==> src/rtl/gbc_pkg.sv <==
// Shared types and constants for the gyro bias calibrator.
// Holds the beat structs, the phase, operation and register codes, and the
// reciprocal constant for the final averaging divide. No dependencies.
package gbc_pkg;

	// Number of samples averaged once the sensor is judged still.
	localparam int AVG_SAMPLES = 2000;

	// Field and register widths.
	localparam int RATE_W   = 16;
	localparam int PHASE_W  = 2;
	localparam int LIMIT_W  = 26;
	localparam int WIN_W    = 10;
	localparam int CNT_W    = 12;
	localparam int CFG_IDX_W = 2;
	localparam int CFG_DATA_W = 26;

	// The stillness sum holds at most 1023 differences of up to 65535.
	localparam int STILL_W = LIMIT_W;

	// Averaging sum: at most AVG_SAMPLES samples of 16 bits each.
	localparam int AVG_LOG  = $clog2(AVG_SAMPLES);
	localparam int MAG_W    = RATE_W + AVG_LOG;
	localparam int SUM_W    = MAG_W;

	// Divide by AVG_SAMPLES as a multiply by a rounded-up reciprocal. With
	// the shift set to the magnitude width plus the divisor's log, the
	// product's top bits are the exact floor for every magnitude in range.
	localparam int DIV_SHIFT = MAG_W + AVG_LOG;
	localparam int RECIP_W   = MAG_W + 1;
	localparam logic [RECIP_W-1:0] RECIP = RECIP_W'(
		((64'd1 << DIV_SHIFT) + 64'(AVG_SAMPLES) - 64'd1) / 64'(AVG_SAMPLES));
	localparam int PROD_W = MAG_W + RECIP_W;
	localparam int QUO_W  = PROD_W - DIV_SHIFT;

	// Calibration phases.
	localparam logic [PHASE_W-1:0] PH_STILL = 2'd0;
	localparam logic [PHASE_W-1:0] PH_AVG   = 2'd1;
	localparam logic [PHASE_W-1:0] PH_DONE  = 2'd2;

	// What the tail of the pipeline does to the offset registers.
	localparam logic [1:0] OP_HOLD  = 2'd0;
	localparam logic [1:0] OP_CLEAR = 2'd1;
	localparam logic [1:0] OP_LOAD  = 2'd2;

	// Configuration register indexes.
	localparam logic [CFG_IDX_W-1:0] REG_STILL_LIMIT = 2'd0;
	localparam logic [CFG_IDX_W-1:0] REG_WIN_LEN     = 2'd1;

	// Reset values of the configuration registers.
	localparam logic [LIMIT_W-1:0] LIMIT_RST = 26'd100;
	localparam logic [WIN_W-1:0]   WIN_RST   = 10'd400;

	typedef struct packed {
		logic                     restart;
		logic signed [RATE_W-1:0] rate_x;
		logic signed [RATE_W-1:0] rate_y;
		logic signed [RATE_W-1:0] rate_z;
	} in_beat_t;

	typedef struct packed {
		logic [PHASE_W-1:0]       phase;
		logic signed [RATE_W-1:0] offset_x;
		logic signed [RATE_W-1:0] offset_y;
		logic signed [RATE_W-1:0] offset_z;
	} out_beat_t;

endpackage

==> src/rtl/gyro_bias_calibrator_top.sv <==
// Top level of the gyro bias calibrator: stillness check, averaging and
// offset hold for three gyro axes, with an output beat buffer.
// Depends on gbc_pkg for beat types, codes and the divide constant.
//
//  channel | direction | handshake             | payload
//  --------+-----------+-----------------------+------------------------------
//  in      | into      | in_valid / in_ready   | in_data: restart, rate_x/y/z
//  out     | out of    | out_valid / out_ready | out_data: phase, offset_x/y/z
//  cfg     | into      | cfg_valid / cfg_ready | cfg_index, cfg_data
//
// The block takes one input beat per cycle while in_ready is high and returns
// exactly one result beat for each. Each beat passes through the input
// register, the state update stage, the reciprocal multiply stage and the
// offset update stage that writes the result buffer.
// Reset clears every state and buffer pointer and loads the configuration
// registers with a limit of 100 and a window of 400 samples. A stalled output
// fills an eight-beat result buffer; in_ready drops only when eight beats are
// in flight, so in_ready never depends on out_ready in the same cycle.
// The configuration port is always ready.
module gyro_bias_calibrator_top import gbc_pkg::*; (
	input  logic                  clk,
	input  logic                  arst_n,
	input  logic                  in_valid,
	output logic                  in_ready,
	input  in_beat_t              in_data,
	output logic                  out_valid,
	input  logic                  out_ready,
	output out_beat_t             out_data,
	input  logic                  cfg_valid,
	output logic                  cfg_ready,
	input  logic [CFG_IDX_W-1:0]  cfg_index,
	input  logic [CFG_DATA_W-1:0] cfg_data
);

	localparam int FIFO_DEPTH = 8;
	localparam int PTR_W = $clog2(FIFO_DEPTH);
	localparam int OCC_W = PTR_W + 1;

	// Configuration registers.
	logic [LIMIT_W-1:0] limit_q;
	logic [WIN_W-1:0]   win_len_q;

	// Occupancy counts every beat between acceptance and delivery.
	logic [OCC_W-1:0] occ_q;
	logic             in_acc;
	logic             out_acc;

	// Stage 1: registered input beat.
	logic     v_s1;
	in_beat_t beat_s1;

	// Calibration state.
	logic [PHASE_W-1:0]        phase_q;
	logic signed [RATE_W-1:0]  prev_q [3];
	logic [STILL_W-1:0]        still_q [3];
	logic signed [SUM_W-1:0]   avg_q [3];
	logic [CNT_W-1:0]          cnt_q;

	// Next-state logic of stage 1.
	logic signed [RATE_W-1:0]  samp [3];
	logic signed [RATE_W:0]    diff [3];
	logic [RATE_W-1:0]         absd [3];
	logic [STILL_W-1:0]        still_add [3];
	logic signed [SUM_W-1:0]   avg_add [3];
	logic [MAG_W-1:0]          avg_mag [3];
	logic [CNT_W-1:0]          cnt_inc;
	logic                      moving;
	logic [PHASE_W-1:0]        nx_phase;
	logic signed [RATE_W-1:0]  nx_prev [3];
	logic [STILL_W-1:0]        nx_still [3];
	logic signed [SUM_W-1:0]   nx_avg [3];
	logic [CNT_W-1:0]          nx_cnt;
	logic [1:0]                nx_op;

	// Stage 2: operation and sum magnitude for the divide.
	logic               v_s2;
	logic [PHASE_W-1:0] phase_s2;
	logic [1:0]         op_s2;
	logic [MAG_W-1:0]   mag_s2 [3];
	logic               neg_s2 [3];
	logic [PROD_W-1:0]  prod [3];

	// Stage 3: quotient and offset update.
	logic               v_s3;
	logic [PHASE_W-1:0] phase_s3;
	logic [1:0]         op_s3;
	logic [QUO_W-1:0]   quo_s3 [3];
	logic               neg_s3 [3];
	logic [QUO_W-1:0]   quo_neg [3];
	logic signed [RATE_W-1:0] off_q [3];
	logic signed [RATE_W-1:0] nx_off [3];
	out_beat_t          res_beat;

	// Result buffer.
	out_beat_t        fifo_mem [FIFO_DEPTH];
	logic [PTR_W-1:0] wr_ptr_q;
	logic [PTR_W-1:0] rd_ptr_q;
	logic [OCC_W-1:0] fifo_cnt_q;

	assign in_ready  = (occ_q != OCC_W'(FIFO_DEPTH));
	assign in_acc    = in_valid & in_ready;
	assign out_valid = (fifo_cnt_q != '0);
	assign out_acc   = out_valid & out_ready;
	assign out_data  = fifo_mem[rd_ptr_q];
	assign cfg_ready = 1'b1;

	// Configuration writes; indexes beyond the list are ignored.
	always_ff @(posedge clk or negedge arst_n) begin
		if (!arst_n) begin
			limit_q   <= LIMIT_RST;
			win_len_q <= WIN_RST;
		end else if (cfg_valid) begin
			unique case (cfg_index)
				REG_STILL_LIMIT: limit_q   <= cfg_data[LIMIT_W-1:0];
				REG_WIN_LEN:     win_len_q <= cfg_data[WIN_W-1:0];
				default: begin
				end
			endcase
		end
	end

	always_ff @(posedge clk or negedge arst_n) begin
		if (!arst_n) begin
			occ_q <= '0;
		end else begin
			occ_q <= occ_q + OCC_W'(in_acc) - OCC_W'(out_acc);
		end
	end

	// Stage 1 input register.
	always_ff @(posedge clk or negedge arst_n) begin
		if (!arst_n) begin
			v_s1 <= 1'b0;
		end else begin
			v_s1 <= in_acc;
		end
	end

	always_ff @(posedge clk) begin
		if (in_acc) begin
			beat_s1 <= in_data;
		end
	end

	assign samp[0] = beat_s1.rate_x;
	assign samp[1] = beat_s1.rate_y;
	assign samp[2] = beat_s1.rate_z;

	// Per-axis arithmetic for both the stillness and the averaging phase.
	always_comb begin
		for (int i = 0; i < 3; i++) begin
			diff[i] = {samp[i][RATE_W-1], samp[i]} - {prev_q[i][RATE_W-1], prev_q[i]};
			absd[i] = diff[i][RATE_W] ? RATE_W'(-diff[i]) : diff[i][RATE_W-1:0];
			still_add[i] = still_q[i] + STILL_W'(absd[i]);
			avg_add[i] = avg_q[i] + SUM_W'(samp[i]);
			avg_mag[i] = avg_add[i][SUM_W-1] ? MAG_W'(-avg_add[i]) : MAG_W'(avg_add[i]);
		end
	end

	// Phase sequencing. A window ends when the incremented count reaches the
	// window length, so a length of zero behaves as a length of one.
	always_comb begin
		nx_phase = phase_q;
		nx_prev  = prev_q;
		nx_still = still_q;
		nx_avg   = avg_q;
		nx_cnt   = cnt_q;
		nx_op    = OP_HOLD;
		cnt_inc  = cnt_q + CNT_W'(1);
		moving   = 1'b0;
		for (int i = 0; i < 3; i++) begin
			if (still_add[i] >= limit_q) begin
				moving = 1'b1;
			end
		end
		if (beat_s1.restart) begin
			nx_phase = PH_STILL;
			nx_cnt   = '0;
			nx_op    = OP_CLEAR;
			for (int i = 0; i < 3; i++) begin
				nx_prev[i]  = '0;
				nx_still[i] = '0;
				nx_avg[i]   = '0;
			end
		end else begin
			unique case (phase_q)
				PH_STILL: begin
					nx_prev  = samp;
					nx_still = still_add;
					nx_cnt   = cnt_inc;
					if (cnt_inc >= CNT_W'(win_len_q)) begin
						nx_cnt = '0;
						for (int i = 0; i < 3; i++) begin
							nx_still[i] = '0;
						end
						if (!moving) begin
							nx_phase = PH_AVG;
						end
					end
				end
				PH_AVG: begin
					nx_avg = avg_add;
					nx_cnt = cnt_inc;
					if (cnt_inc >= CNT_W'(AVG_SAMPLES)) begin
						nx_cnt   = '0;
						nx_phase = PH_DONE;
						nx_op    = OP_LOAD;
						for (int i = 0; i < 3; i++) begin
							nx_avg[i] = '0;
						end
					end
				end
				default: begin
				end
			endcase
		end
	end

	always_ff @(posedge clk or negedge arst_n) begin
		if (!arst_n) begin
			phase_q <= PH_STILL;
			cnt_q   <= '0;
			for (int i = 0; i < 3; i++) begin
				prev_q[i]  <= '0;
				still_q[i] <= '0;
				avg_q[i]   <= '0;
			end
		end else if (v_s1) begin
			phase_q <= nx_phase;
			cnt_q   <= nx_cnt;
			prev_q  <= nx_prev;
			still_q <= nx_still;
			avg_q   <= nx_avg;
		end
	end

	// Stage 2 register.
	always_ff @(posedge clk or negedge arst_n) begin
		if (!arst_n) begin
			v_s2 <= 1'b0;
		end else begin
			v_s2 <= v_s1;
		end
	end

	always_ff @(posedge clk) begin
		if (v_s1) begin
			phase_s2 <= nx_phase;
			op_s2    <= nx_op;
			for (int i = 0; i < 3; i++) begin
				mag_s2[i] <= avg_mag[i];
				neg_s2[i] <= avg_add[i][SUM_W-1];
			end
		end
	end

	// Reciprocal multiply; the quotient is the top bits of the product.
	always_comb begin
		for (int i = 0; i < 3; i++) begin
			prod[i] = PROD_W'(mag_s2[i]) * PROD_W'(RECIP);
		end
	end

	always_ff @(posedge clk or negedge arst_n) begin
		if (!arst_n) begin
			v_s3 <= 1'b0;
		end else begin
			v_s3 <= v_s2;
		end
	end

	always_ff @(posedge clk) begin
		if (v_s2) begin
			phase_s3 <= phase_s2;
			op_s3    <= op_s2;
			for (int i = 0; i < 3; i++) begin
				quo_s3[i] <= prod[i][PROD_W-1:DIV_SHIFT];
				neg_s3[i] <= neg_s2[i];
			end
		end
	end

	// Offsets are updated in beat order at the tail, so every beat sees the
	// offsets left by the beats ahead of it. The quotient is a magnitude, so
	// negating it gives truncation toward zero.
	always_comb begin
		for (int i = 0; i < 3; i++) begin
			quo_neg[i] = -quo_s3[i];
			case (op_s3)
				OP_CLEAR: nx_off[i] = '0;
				OP_LOAD:  nx_off[i] = neg_s3[i] ? quo_neg[i][RATE_W-1:0]
				                                : quo_s3[i][RATE_W-1:0];
				default:  nx_off[i] = off_q[i];
			endcase
		end
		res_beat.phase    = phase_s3;
		res_beat.offset_x = nx_off[0];
		res_beat.offset_y = nx_off[1];
		res_beat.offset_z = nx_off[2];
	end

	always_ff @(posedge clk or negedge arst_n) begin
		if (!arst_n) begin
			for (int i = 0; i < 3; i++) begin
				off_q[i] <= '0;
			end
		end else if (v_s3) begin
			off_q <= nx_off;
		end
	end

	// Result buffer; the occupancy limit keeps it from overflowing.
	always_ff @(posedge clk) begin
		if (v_s3) begin
			fifo_mem[wr_ptr_q] <= res_beat;
		end
	end

	always_ff @(posedge clk or negedge arst_n) begin
		if (!arst_n) begin
			wr_ptr_q   <= '0;
			rd_ptr_q   <= '0;
			fifo_cnt_q <= '0;
		end else begin
			if (v_s3) begin
				wr_ptr_q <= wr_ptr_q + PTR_W'(1);
			end
			if (out_acc) begin
				rd_ptr_q <= rd_ptr_q + PTR_W'(1);
			end
			fifo_cnt_q <= fifo_cnt_q + OCC_W'(v_s3) - OCC_W'(out_acc);
		end
	end

	// Beats waiting in the buffer are a subset of the beats in flight.
	assert property (@(posedge clk) disable iff (!arst_n)
		fifo_cnt_q <= occ_q)
		else $error("result buffer holds more beats than are in flight");

	// The tail never writes into a full buffer.
	assert property (@(posedge clk) disable iff (!arst_n)
		v_s3 |-> (fifo_cnt_q != OCC_W'(FIFO_DEPTH)))
		else $error("result written into a full buffer");

	// A restart reaching the tail leaves all offsets at zero.
	assert property (@(posedge clk) disable iff (!arst_n)
		(v_s3 && op_s3 == OP_CLEAR) |=>
		(off_q[0] == '0 && off_q[1] == '0 && off_q[2] == '0))
		else $error("offsets not cleared after restart");

	// Once the offsets are held, the sample counter is idle at zero.
	assert property (@(posedge clk) disable iff (!arst_n)
		(phase_q == PH_DONE) |-> (cnt_q == '0))
		else $error("sample counter running while offsets are held");

	// The averaging counter never passes the sample count.
	assert property (@(posedge clk) disable iff (!arst_n)
		(phase_q == PH_AVG) |-> (cnt_q < CNT_W'(AVG_SAMPLES)))
		else $error("averaging counter out of range");

endmodule

==> config.mk <==
export PLATFORM = sky130hd
export DESIGN_NAME = gyro_bias_calibrator_top
export DESIGN_NICKNAME = d
export VERILOG_FILES = /design/src/rtl/gbc_pkg.sv /design/src/rtl/gyro_bias_calibrator_top.sv
export SDC_FILE = /design/constraint.sdc
export NUM_CORES = 2
export LEC_CHECK = 0
export BUFFER_PORTS_ARGS = -buffer_cell sky130_fd_sc_hd__buf_2
export CORE_UTILIZATION = 35
export CTS_BUF_LIST = sky130_fd_sc_hd__clkbuf_8
export DETAILED_ROUTE_END_ITERATION = 10
export PLACE_DENSITY_LB_ADDON = 0.05
export REMOVE_ABC_BUFFERS = 1
export SYNTH_ARGS = -nofsm -noshare
export SYNTH_HDL_FRONTEND = slang
export SYNTH_SLANG_ARGS = --single-unit
export TNS_END_PERCENT = 50
==> constraint.sdc <==
create_clock -name clk -period 9.14 [get_ports clk]
set_input_delay 0.457 -clock clk [delete_from_list [all_inputs] [get_ports clk]]
set_output_delay 0.457 -clock clk [all_outputs]
set_load 0.005 [all_outputs]
==> run summary <==
status -> complete, no violations
DR pass1 iterations -> 7
EDFF count, synth -> 592
Arr. time, crit path -> 8.72 ns
count of final setup violators -> 0
GPL Wtd Cong -> 0.850
number of core rows -> 174
die width -> 479 um
Final Skew -> 0.0889 ns
R2R setup slack -> 1.09 ns
DR vias -> 51,900
# DRC -> 0
vias in the first global route -> 56,200
fraction of registers with async set/reset -> 35.2%
CTS Root Cell -> clkbuf_8
Top FF cell, synth -> edfxtp_1
crit path max fanout -> 8
endpoints failing hold -> 0
share of layout cells above drive strength 1 -> 9.31%
Boundary Pins -> 135
placed wire-length estimate -> 162 mm
crit end category -> register
Max Slew Vio Count -> 0
Die Height -> 479 um
final antenna-violating net count -> 0
total track usage -> 18.9%
worst-margin pin slew -> 1.15 ns
Max Root-Sink Buffers -> 3
drt wl/cell -> 20.1 um
first-pass GRT wire length -> 333 mm
commonest cells after routing, fill and taps aside -> inv_1 (1,303), ha_1 (1,150), fa_1 (686)
setup_tns -> 0 ns
# fillers -> 22,100
critical path startpoint category -> register
H-tree levels -> 4
synthesized area per cell -> 11.2 sq um
period utilisation layout -> 88.1%
worst setup margin -> 1.09 ns
Yosys reg bits -> 914
drt via density -> 4.92
initial antenna violation count -> 12
Initial Util -> 35.3%
minimum clock period -> 8.05 ns
largest net degree at the start of global routing -> 84
total grt overflow -> 0
cells after synthesis -> 7,123
PortBufs -> 133
Slew HR -> 22.6%
Fmax -> 124 MHz
routed wire length -> 212 mm
Die ar. -> 229,000 sq um
nets -> 9,319
most common cell after layout, fill and taps aside -> inv_1
type of the worst min-delay path -> primary input to asynchronous set/reset pin
pre-CTS setup slack -> 1.07 ns
clock-pin transition on the worst setup and hold timing paths -> 0.06 ns
core footprint -> 225,000 sq um
post-synthesis sequential area ratio -> 32.5%
setup repair after global routing missed its margin -> false
max_cap viols -> 0
worst skew pair latency -> 0.95 ns
Syn Std Cell Area -> 79,500 sq um
CTS Sinks -> 914
CTS buffer count -> 175
Crit Path Category -> register to register
library cells used by synthesis -> 97
Ys Warns -> 0
Initial DRC Count -> 2,555
synthesis-to-layout area growth -> 10.7%
TritonCTS clock tree -> done
Worst Path Required -> 9.81 ns
-- logic make-up after synthesis --
logic type / Yosys count / synth area share (%)
AOI/OAI and AO/OA: 1169 / 9.50
xor gates and xnor gates: 373 / 4.11
adders and majority gates: 1837 / 35.4
buffers and inverters: 1397 / 6.61
DFF: 914 / 32.5
muxes: 221 / 4.53
other: 1 / 0.00472
and+or+nand+nor: 1211 / 7.35
-- cell usage after synthesis (all sizes together) (10+ instances only) --
cell | n | share of area [%]
or4 | 15 | 0.15
ha | 1151 | 18
edfxtp | 592 | 22
mux2 | 111 | 1.6
a22o | 37 | 0.41
a31oi | 43 | 0.34
and3 | 49 | 0.39
and2 | 19 | 0.15
nor4 | 21 | 0.17
o21bai | 22 | 0.21
dfrtp | 316 | 9.9
a31o | 11 | 0.12
o21a | 44 | 0.42
o31ai | 102 | 0.98
mux4 | 100 | 2.8
fa | 686 | 17
a21o | 121 | 1.1
o41ai | 11 | 0.14
nand4 | 53 | 0.42
a211oi | 36 | 0.35
o211ai | 18 | 0.17
nand2 | 427 | 2.0
mux2i | 10 | 0.13
o21ai | 340 | 2.1
clkbuf | 131 | 0.62
nor2b | 39 | 0.31
a21boi | 16 | 0.15
or2 | 15 | 0.12
nor2 | 213 | 1.0
xor2 | 139 | 1.5
inv | 1237 | 5.8
nand3 | 158 | 0.99
a21oi | 248 | 1.6
nand2b | 33 | 0.26
a2111oi | 11 | 0.12
nor3 | 82 | 0.52
xnor2 | 234 | 2.6
buf | 29 | 0.15
o22ai | 10 | 0.079
or3 | 36 | 0.30
-- what timing repair did --
action	4_1_cts	5_1_grt
resized for setup	0	0
setup buffers	0	0
hold buffers	79	0
endpoints found under the hold margin	152	0
-- worst max-delay path: stages, from the launching register on --
cell	delay [ns]
edfxtp_1	0.62
ha_1	0.43
fa_1	0.49
ha_1	0.31
fa_1	0.51
inv_1	0.05
fa_1	0.51
fa_1	0.51
inv_1	0.05
fa_1	0.45
ha_1	0.35
nand4_1	0.35
nor2_1	0.29
nand2_1	0.07
a2111oi_0	0.50
buf_4	0.24
nor4b_1	0.07
o41ai_1	0.85
a31oi_1	0.30
o21ai_0	0.51
o41ai_1	0.11
a41o_1	0.22
-- per-layer routing --
layer  vias to the layer above  global-route usage, %  wire length (um)
met3                       280                   2.47              6350
met4                         0                   4.97              5110
met2                       725                   31.1             98400
met5                         -                      0                 0
met1                     25600                   26.0            102000
li1                      25300                      -                 -
-- worst paths after layout --
kind / startpoint / end / cells after the start
worst min register to register: op_s2[0] / op_s3[0] / 0
max in group asynchronous: arst_n / limit_q[23] / 4
min in group clk: cfg_index[1] / limit_q[5] / 5
worst max-delay path: mag_s2[0][49] / quo_s3[0][32] / 21
worst min-delay path: arst_n / still_q[5] / 2
worst max register to register: mag_s2[0][49] / quo_s3[0][32] / 21
-- sequential cells by signal, indices dropped and copies added, names as in the netlist, 3 cells and up --
| register | count |
|---|---|
| win_len_q | 10 |
| quo_s3 | 48 |
| wr_ptr_q | 3 |
| prev_q | 48 |
| cnt_q | 12 |
| avg_q | 81 |
| off_q | 48 |
| mag_s2 | 81 |
| fifo_mem | 400 |
| still_q | 78 |
| limit_q | 26 |
| rd_ptr_q | 3 |
| fifo_cnt_q | 4 |
| occ_q | 4 |
| beat_s1 | 49 |
| neg_s2 | 3 |
| neg_s3 | 3 |
-- through the flow --
step,instances,area (sq um),utilization [%],hold slack (ns)
after CTS,10500,88000,39.1,0.00178
after detailed placement,10100,83800,37.2,0.405
after floorplan,6963,78900,-,0.161
after global placement,10100,83800,37.2,0.407
final,10500,88000,39.1,0.120
after global routing,10500,88000,39.1,0.0963
-- layout make-up --
type	count	area [sq um]	area share (%)
multi-input combinational	4812	48500	55.1
sequential	914	25900	29.4
inverter	1237	4640	5.27
tap	2992	3740	4.25
clock buffer	191	2630	2.99
timing repair buffer	260	1840	2.09
clock inverter	136	785	0.891
antenna	6	15.0	0.0171
Power is not shown: default switching activity piles up to over one toggle a cycle in this logic, so the estimate is an artifact.
